**src/design/wvs_pkg.sv**
```systemverilog
// Shared constants, types and saturation helpers for the 2D vertex skinning block.
package wvs_pkg;

  // Field and state widths.
  localparam int unsigned COORD_W      = 32;
  localparam int unsigned WEIGHT_W     = 17;
  localparam int unsigned SUM_W        = 48;
  localparam int unsigned WIDE_W       = 72;
  localparam int unsigned CFG_IDX_W    = 1;
  localparam int unsigned CFG_DATA_W   = 32;
  localparam int unsigned FRAC_BITS_DEF = 16;

  // Configuration register indexes.
  localparam logic [CFG_IDX_W-1:0] CFG_ORIGIN_X = 1'b0;
  localparam logic [CFG_IDX_W-1:0] CFG_ORIGIN_Y = 1'b1;

  // Sequencer states.
  typedef enum logic [3:0] {
    ST_IDLE,
    ST_MX0,
    ST_MX1,
    ST_MY0,
    ST_MY1,
    ST_WY,
    ST_TY,
    ST_SY,
    ST_FIN
  } state_e;

  // Matrix entry that feeds the shared matrix multiplier.
  typedef enum logic [1:0] {
    MAT_A,
    MAT_B,
    MAT_C,
    MAT_D
  } mat_sel_e;

  // Commands from the controller to the datapath.
  typedef struct packed {
    logic     in_ready;
    logic     mat_en;
    mat_sel_e mat_sel;
    logic     clip_x;
    logic     clip_y;
    logic     wmul;
    logic     sum_x;
    logic     sum_y;
    logic     finish;
  } cmd_t;

  // Status from the datapath to the controller.
  typedef struct packed {
    logic in_valid;
    logic last;
    logic out_free;
  } status_t;

  typedef struct packed {
    logic                    ovf;
    logic signed [SUM_W-1:0] val;
  } sat_sum_t;

  typedef struct packed {
    logic                      ovf;
    logic signed [COORD_W-1:0] val;
  } sat_coord_t;

  // Clip a wide signed value to the signed sum range.
  function automatic sat_sum_t sat_sum(input logic signed [WIDE_W-1:0] v);
    sat_sum_t r;
    logic     all_one;
    logic     all_zero;
    all_one  = &v[WIDE_W-1:SUM_W-1];
    all_zero = ~|v[WIDE_W-1:SUM_W-1];
    r.ovf    = !(all_one || all_zero);
    if (r.ovf) begin
      r.val = v[WIDE_W-1] ? {1'b1, {(SUM_W-1){1'b0}}} : {1'b0, {(SUM_W-1){1'b1}}};
    end else begin
      r.val = v[SUM_W-1:0];
    end
    return r;
  endfunction

  // Clip a sum plus origin to the signed coordinate range.
  function automatic sat_coord_t sat_coord(input logic signed [SUM_W:0] v);
    sat_coord_t r;
    logic       all_one;
    logic       all_zero;
    all_one  = &v[SUM_W:COORD_W-1];
    all_zero = ~|v[SUM_W:COORD_W-1];
    r.ovf    = !(all_one || all_zero);
    if (r.ovf) begin
      r.val = v[SUM_W] ? {1'b1, {(COORD_W-1){1'b0}}} : {1'b0, {(COORD_W-1){1'b1}}};
    end else begin
      r.val = v[COORD_W-1:0];
    end
    return r;
  endfunction

endpackage

```
**src/design/wvs_ctrl.sv**
```systemverilog
// Sequencer that steps one influence through the shared multipliers.
module wvs_ctrl (
  input  logic             clk_i,
  input  logic             rst_ni,
  input  wvs_pkg::status_t status_i,
  output wvs_pkg::cmd_t    cmd_o
);

  wvs_pkg::state_e state_q;
  wvs_pkg::state_e state_d;

  // State register.
  always_ff @(posedge clk_i or negedge rst_ni) begin
    if (!rst_ni) begin
      state_q <= wvs_pkg::ST_IDLE;
    end else begin
      state_q <= state_d;
    end
  end

  // Next state and datapath commands.
  always_comb begin
    state_d       = state_q;
    cmd_o         = '0;
    cmd_o.mat_sel = wvs_pkg::MAT_A;
    case (state_q)
      wvs_pkg::ST_IDLE: begin
        cmd_o.in_ready = 1'b1;
        if (status_i.in_valid) begin
          state_d = wvs_pkg::ST_MX0;
        end
      end
      wvs_pkg::ST_MX0: begin
        cmd_o.mat_en  = 1'b1;
        cmd_o.mat_sel = wvs_pkg::MAT_A;
        state_d       = wvs_pkg::ST_MX1;
      end
      wvs_pkg::ST_MX1: begin
        cmd_o.mat_en  = 1'b1;
        cmd_o.mat_sel = wvs_pkg::MAT_B;
        state_d       = wvs_pkg::ST_MY0;
      end
      // The x position is complete here, so it is clipped alongside.
      wvs_pkg::ST_MY0: begin
        cmd_o.mat_en  = 1'b1;
        cmd_o.mat_sel = wvs_pkg::MAT_C;
        cmd_o.clip_x  = 1'b1;
        state_d       = wvs_pkg::ST_MY1;
      end
      wvs_pkg::ST_MY1: begin
        cmd_o.mat_en  = 1'b1;
        cmd_o.mat_sel = wvs_pkg::MAT_D;
        cmd_o.wmul    = 1'b1;
        state_d       = wvs_pkg::ST_WY;
      end
      wvs_pkg::ST_WY: begin
        cmd_o.clip_y = 1'b1;
        cmd_o.sum_x  = 1'b1;
        state_d      = wvs_pkg::ST_TY;
      end
      wvs_pkg::ST_TY: begin
        cmd_o.wmul = 1'b1;
        state_d    = wvs_pkg::ST_SY;
      end
      wvs_pkg::ST_SY: begin
        cmd_o.sum_y = 1'b1;
        state_d     = status_i.last ? wvs_pkg::ST_FIN : wvs_pkg::ST_IDLE;
      end
      // Hold the finished vertex until the output register is free.
      wvs_pkg::ST_FIN: begin
        if (status_i.out_free) begin
          cmd_o.finish = 1'b1;
          state_d      = wvs_pkg::ST_IDLE;
        end
      end
      default: begin
        state_d = wvs_pkg::ST_IDLE;
      end
    endcase
  end

endmodule

```
**config.mk**
```make
export PLATFORM = sky130hd
export DESIGN_NAME = wvs_ctrl
export DESIGN_NICKNAME = d
export VERILOG_FILES = /design/src/design/wvs_pkg.sv /design/src/design/wvs_ctrl.sv
export SDC_FILE = /design/constraint.sdc
export NUM_CORES = 1
export LEC_CHECK = 0
export BUFFER_PORTS_ARGS = -buffer_cell sky130_fd_sc_hd__buf_2
export CORE_AREA = 3 3 40 42
export CTS_BUF_LIST = sky130_fd_sc_hd__clkbuf_4
export DETAILED_ROUTE_END_ITERATION = 6
export DIE_AREA = 0 0 43 45
export GPL_TIMING_DRIVEN = 0
export PLACE_DENSITY = 0.54
export SLEW_MARGIN = 10
export SYNTH_ARGS = -nofsm -noshare
export SYNTH_HDL_FRONTEND = slang
export SYNTH_SLANG_ARGS = --single-unit
export TNS_END_PERCENT = 20
```
**constraint.sdc**
```tcl
create_clock -name clk_i -period 2.85 [get_ports clk_i]
set_input_delay 0.4275 -clock clk_i [delete_from_list [all_inputs] [get_ports clk_i]]
set_output_delay 0.4275 -clock clk_i [all_outputs]
set_load 0.005 [all_outputs]
```
==> key figures, run 1 <==
Synth
  • Number of synthesized flops with an enable pin: 0
  • Post-synthesis sequential element count: 4
  • Mean cell area of the mapped netlist: 9.27 sq um
  • Most common flop cell mapped by yosys: sky130_fd_sc_hd__dfrtp_1
  • Synth top area share: 33.8%
  • Post-synthesis instance area: 297 sq um
  • Net Count, Synth: 37
  • Sequential element share of the synthesized area: 33.8%
  • Ys async rst share: 100%
  • Top cells by instance count after synthesis: sky130_fd_sc_hd__nor3_1 (5), sky130_fd_sc_hd__dfrtp_1 (4), sky130_fd_sc_hd__buf_4 (3), sky130_fd_sc_hd__a21oi_1 (2), sky130_fd_sc_hd__xnor2_1 (2)
  • Cell types occupying the most area after synthesis: sky130_fd_sc_hd__dfrtp_1 (34%), sky130_fd_sc_hd__nor3_1 (8.4%), sky130_fd_sc_hd__buf_4 (7.6%), sky130_fd_sc_hd__xnor2_1 (5.9%), sky130_fd_sc_hd__buf_6 (3.8%)
  • Unique masters post-synth: 21
  • Post-synthesis cell type with the largest combined area: sky130_fd_sc_hd__dfrtp_1
  • Most common cell in the synthesized netlist: sky130_fd_sc_hd__nor3_1
  • Synthesis warning total: 0
  • Synthesized instance count: 32

Floorplan
  • I/O Pins: 15
  • Starting utilization of the core area: 23.1%
  • Standard-cell rows: 13
  • Width of the die: 43 um
  • Die area: 1940 sq um
  • Die H: 45 um
  • Core Region: 1280 sq um

Run status
  • Run status: complete, no violations

Critical path
  • R2R cell count: 3
  • Data arrival at the endpoint of the critical path: 1370 ps
  • Reg-to-reg critical path startpoint: state_q[1]
  • Destination of the worst register-to-register timing path: state_q[3]
  • Required time at the worst-slack endpoint: 2420 ps
  • Endpoint of the most critical setup path: cmd_o[4]
  • First element of the critical path: state_q[1]
  • Reg-to-reg slack, setup: 1820 ps
  • WS Path Type: flop to output port
  • Setup crit end kind: output port
  • CP startpoint kind: flop
  • Worst-path fanout max: 10

STA
  • Max-slew violation total from the final report: 0
  • Transition time at the pin with the least slew margin: 310 ps
  • Setup total negative slack: 0 ps
  • Final cycle utilization of the critical path: 62.9%
  • Final hold violations: 0
  • Hold Worst Slack: 427 ps
  • Post-layout min period: 1790 ps
  • RSZ-0062 raised after global routing: false
  • Number of setup violations in the final report: 0
  • Fmax: 558 MHz
  • Worst slew margin relative to its limit: 79.1%
  • Fin Clk Skew: 1.24 ps

Min path
  • Tightest Hold Check Type: primary input to flop

Finish
  • Count of nets after finishing: 57
  • Registers with the highest flip-flop counts: state_q x4
  • Most flops, register: state_q
  • Number of standard cells in the final layout excluding fillers: 65
  • Signed area change from the synthesized netlist to the final layout: 40.9%
  • Number of flip-flops in the largest register: 4
  • Fraction of layout cells with a size suffix above 1: 46.0%
  • Count of antenna diodes in the layout: 0
  • Layout Utilization: 32.5%

Global routing
  • Via count of the first global-routing pass: 278
  • Total global-route track usage: 8.37%
  • Pin count of the biggest net entering global routing: 11
  • Wire length of the first global-routing pass: 1170 um
  • Number of antenna violations at the first check in global routing: 0
  • Overflow left after global routing: 0

Pwr
  • Design internal power: 291 uW
  • Logic pwr share: 64.2%
  • Cell area power density: 1140 nW/um^2
  • Leakage power summed over all cells: 0.000218 uW
  • Clock network power share: 14.3%
  • Share of power burned in registers: 21.5%
  • Net switching share of the total power: 39.2%
  • Net switching power figure: 187 uW
  • VDD IR max: 0.000337 V

Detailed routing
  • Detail-routed net length per standard cell: 10.7 um
  • Drt first-iter violations: 5
  • Residual DRC count: 0
  • Drt first pass iters: 2
  • Routed via count: 281
  • Total wire length: 694 um
  • Via-per-instance ratio: 4.32
  • Post-DRT Antenna Nets: 0

Clock tree
  • Worst-skew pair later-pin latency: 230 ps
  • Number of buffers inserted to repair setup after CTS: 0
  • Register clock-pin slew on the reported worst setup and hold paths: 40 ps
  • Number of H-tree branching levels: 1
  • CTS Buf Count: 3
  • Root cell of the clock tree: sky130_fd_sc_hd__clkbuf_4
  • CTS tree: built
  • Sink Count: 4
  • Bufs on Longest Clock Path: 2

Place
  • Number of placed cells counting well taps: 61
  • Global placement routability congestion: 0.638
  • Post-DP HPWL: 494 um
  • Count of input and output buffers: 14

Run
  • Max-Cap Viols: 0
-- worst max-delay path, stage by stage (launching register included) --
cell and delay (ps):
sky130_fd_sc_hd__dfrtp_1 390, sky130_fd_sc_hd__buf_6 150, sky130_fd_sc_hd__nor4bb_1 340, sky130_fd_sc_hd__buf_4 160
sky130_fd_sc_hd__buf_2 100
-- final cells by class --
type                       instances  area, sq um
buffer                             5         38.8
clock buffer                       3         22.5
fill                             139          867
inverter                           1         3.75
multi-input combinational         22          154
sequential                         4          100
tap                               15         18.8
timing repair buffer              15         80.1
-- cell usage in the layout (no fill, tap or decap), types with 2 or more instances in the layout --
cell type / netlist / routed
sky130_fd_sc_hd__buf_2: 1 / 15
sky130_fd_sc_hd__nor3_1: 5 / 5
sky130_fd_sc_hd__dfrtp_1: 4 / 4
sky130_fd_sc_hd__buf_4: 3 / 3
sky130_fd_sc_hd__clkbuf_4: 0 / 3
sky130_fd_sc_hd__xnor2_1: 2 / 2
sky130_fd_sc_hd__a21oi_1: 2 / 2
-- kinds of logic (layout without fill, tap and decap cells) --
| family | Yosys count | after routing | synth area share (%) |
|---|---|---|---|
| and+or+nand+nor | 15 | 15 | 33.3 |
| buffers and inverters | 6 | 24 | 14.3 |
| AOI/OAI and AO/OA | 5 | 5 | 12.7 |
| DFF | 4 | 4 | 33.8 |
| xor gates and xnor gates | 2 | 2 | 5.91 |
-- per-layer routing --
metal | global-route usage (%) | wire (um) | share of wire [%]
met5 | 0 | 0 | 0
met4 | 7.23 | 0 | 0
met2 | 10.8 | 339 | 49
met3 | 2.39 | 37 | 5.3
met1 | 11.2 | 316 | 46
-- power groups by stage --
stage / clock network (uW) / registers, uW / logic (uW)
after floorplan: 0 / 98.2 / 218
after global placement: 0 / 105 / 307
after detailed placement: 0 / 105 / 308
after CTS: 71.9 / 104 / 310
after global routing: 75.2 / 107 / 349
final: 68.3 / 103 / 307
-- what timing repair did --
| action | CTS | global route |
|---|---|---|
| endpoints found under the hold margin | 4 | 0 |
| resized for setup | 0 | 0 |
| hold buffers | 1 | 0 |
| setup endpoints to repair | 0 | 0 |
-- how the worst min path moves through the flow --
stage,from,endpoint,slack [ps],cells after the start
final,status_i[1],state_q[3],430,2
after global routing,status_i[1],state_q[3],450,2
after CTS,status_i[1],state_q[3],420,2
after detailed placement,rst_ni,state_q[3],240,1
after global placement,rst_ni,state_q[3],230,1
after floorplan,rst_ni,state_q[0],130,0
-- through the flow --
| stage | setup slack (ps) | area, sq um | power (uW) |
|---|---|---|---|
| after global placement | 1310 | 385 | 412 |
| after CTS | 1030 | 418 | 486 |
| after global routing | 909 | 418 | 532 |
| after floorplan | 1340 | 297 | 316 |
| after detailed placement | 1280 | 385 | 412 |
| final | 1060 | 418 | 478 |
Note: power is estimated with default switching activity, not from simulation.
==> inputs of run 2 (changes only) <==
- clock period: 2.85 -> 1.7 ns (I/O delays scaled with it)
==> run 2 against run 1 <==
Effect of this change: via count rose by 2.5%; power rose by 70%; setup slack got worse by 950 ps; first-iteration DRC count rose by 100%; non-clock buffer count did not move; flip-flop and latch count did not move; wire length rose by 1.6%; critical endpoint unchanged; largest cell class unchanged; highest routed layer unchanged.
==> key figures, run 2 (synthesis gave the netlist of run 1 again) <==
Floorplan
  • Core Region: 1280 sq um
  • Die area: 1940 sq um
  • Die H: 45 um
  • Starting utilization of the core area: 23.1%
  • Standard-cell rows: 13
  • Width of the die: 43 um
  • I/O Pins: 15

Critical path
  • Crit path largest cell delay: 390 ps
  • Required time at the worst-slack endpoint: 1440 ps
  • Worst-path fanout max: 10
  • WS Path Type: flop to output port
  • Worst path cell trace: buf_6 > nor4bb_2 > buf_4 > buf_2
  • CP startpoint kind: flop
  • Setup crit end kind: output port
  • CP max stage cell: sky130_fd_sc_hd__dfrtp_1
  • R2R cell count: 3
  • Data arrival at the endpoint of the critical path: 1340 ps

Detailed routing
  • Drt first pass iters: 3
  • Detail-routed net length per standard cell: 10.8 um
  • Via-per-instance ratio: 4.43
  • Total wire length: 705 um
  • Post-DRT Antenna Nets: 0
  • Routed via count: 288
  • Residual DRC count: 0
  • Drt first-iter violations: 10

Clock tree
  • Register clock-pin slew on the reported worst setup and hold paths: 40 ps
  • Worst-skew pair later-pin latency: 230 ps
  • Root cell of the clock tree: sky130_fd_sc_hd__clkbuf_4
  • CTS tree: built
  • Bufs on Longest Clock Path: 2
  • Number of H-tree branching levels: 1
  • Sink Count: 4
  • Number of buffers inserted to repair setup after CTS: 0
  • CTS Buf Count: 3

Min path
  • Cells on Worst Hold Path: 2
  • Tightest Hold Check Type: primary input to flop

STA
  • RSZ-0062 raised after global routing: false
  • Final cycle utilization of the critical path: 93.6%
  • Number of setup violations in the final report: 0
  • Setup total negative slack: 0 ps
  • Final hold violations: 0
  • Fin Clk Skew: 0.901 ps
  • Post-layout min period: 1590 ps
  • Smallest setup slack after layout: 110 ps
  • Fmax: 629 MHz
  • Max-slew violation total from the final report: 0
  • Transition time at the pin with the least slew margin: 253 ps
  • Worst slew margin relative to its limit: 82.9%

Place
  • DP Worst Slack: 305 ps
  • Post-DP HPWL: 494 um
  • Global placement routability congestion: 0.638
  • Count of input and output buffers: 14

Pwr
  • Logic pwr share: 64.5%
  • Total Power: 812 uW
  • Net switching share of the total power: 39.2%
  • Clock network power share: 14.1%
  • Share of power burned in registers: 21.5%
  • Design internal power: 494 uW
  • VDD IR max: 0.000568 V
  • Leakage power summed over all cells: 0.000219 uW
  • Cell area power density: 1910 nW/um^2
  • Net switching power figure: 318 uW

Global routing
  • Total global-route track usage: 8.37%
  • Via count of the first global-routing pass: 278
  • Wire length of the first global-routing pass: 1170 um
  • Overflow left after global routing: 0
  • Number of antenna violations at the first check in global routing: 0
  • Pin count of the biggest net entering global routing: 11

Finish
  • Most flops, register: state_q
  • Count of nets after finishing: 57
  • Commonest cells after routing, fill and taps aside: sky130_fd_sc_hd__buf_2 (15), sky130_fd_sc_hd__nor3_1 (5), sky130_fd_sc_hd__dfrtp_1 (4), sky130_fd_sc_hd__buf_4 (3), sky130_fd_sc_hd__clkbuf_4 (3)
  • Signed area change from the synthesized netlist to the final layout: 43.0%
  • Registers with the highest flip-flop counts: state_q x4
  • Fraction of layout cells with a size suffix above 1: 48.0%
  • Leading cell type in the layout, fill and taps excluded: sky130_fd_sc_hd__buf_2
  • Layout Utilization: 33.0%
  • Number of flip-flops in the largest register: 4
  • Count of antenna diodes in the layout: 0

Run
  • Max-Cap Viols: 0

Run status
  • Run status: complete, no violations
==> run 2: cell counts in the layout (fill, tap and decap cells not counted) <==
Identical to the previous run, type by type.
==> run 2: final cells by class <==
class / count / area (sq um)
Inverter: 1 / 3.75
Timing Repair Buffer: 15 / 80.1
Buffer: 5 / 38.8
Fill cell: 138 / 861
Clock buffer: 3 / 22.5
Sequential cell: 4 / 100
Multi-Input combinational cell: 22 / 160
Tap cell: 15 / 18.8
==> run 2: power groups by stage <==
stage / combinational [uW] / clock [uW] / sequential, uW
6_report: 524 / 114 / 174
5_1_grt: 594 / 126 / 180
4_1_cts: 520 / 121 / 174
3_5_place_dp: 516 / 0 / 175
3_3_place_gp: 515 / 0 / 176
2_1_floorplan: 366 / 0 / 165
==> run 2: path summary, 6_finish.rpt <==
path	startpoint	end	slack [ps]
worst max-delay path	state_q[1]	cmd_o[4]	110
worst min-delay path	status_i[1]	state_q[3]	250
worst max register to register	state_q[1]	state_q[3]	670
worst min register to register	state_q[3]	state_q[3]	600
max in group asynchronous	rst_ni	state_q[2]	1230
min in group asynchronous	rst_ni	state_q[0]	360
==> run 2: critical path, delay by kind of cell, from the launching register on <==
| kind | cells | cell delay [ps] |
|---|---|---|
| flip-flops | 1 | 390 |
| AND/OR/NAND/NOR | 1 | 310 |
| buffers and inverters | 3 | 400 |
==> run 2: metal layers <==
metal  wire length [um]  global-route usage (%)
met5                  0                       0
met1                321                    11.2
met4                  0                    7.23
met3                 37                    2.39
met2                346                    10.8
==> run 2: what timing repair did <==
| item | in CTS | in global routing |
|---|---|---|
| resized for setup | 0 | 1 |
| hold buffers | 1 | 0 |
| hold endpoints to repair | 4 | 0 |
| setup endpoints to repair | 0 | 1 |
==> run 2: per-stage QoR <==
stage	std cells	hold WS, ps	cell area (sq um)
after floorplan	32	-40.6	297
after global placement	61	61.4	385
after detailed placement	61	63.5	385
after CTS	65	247	418
after global routing	65	279	424
final	65	251	424
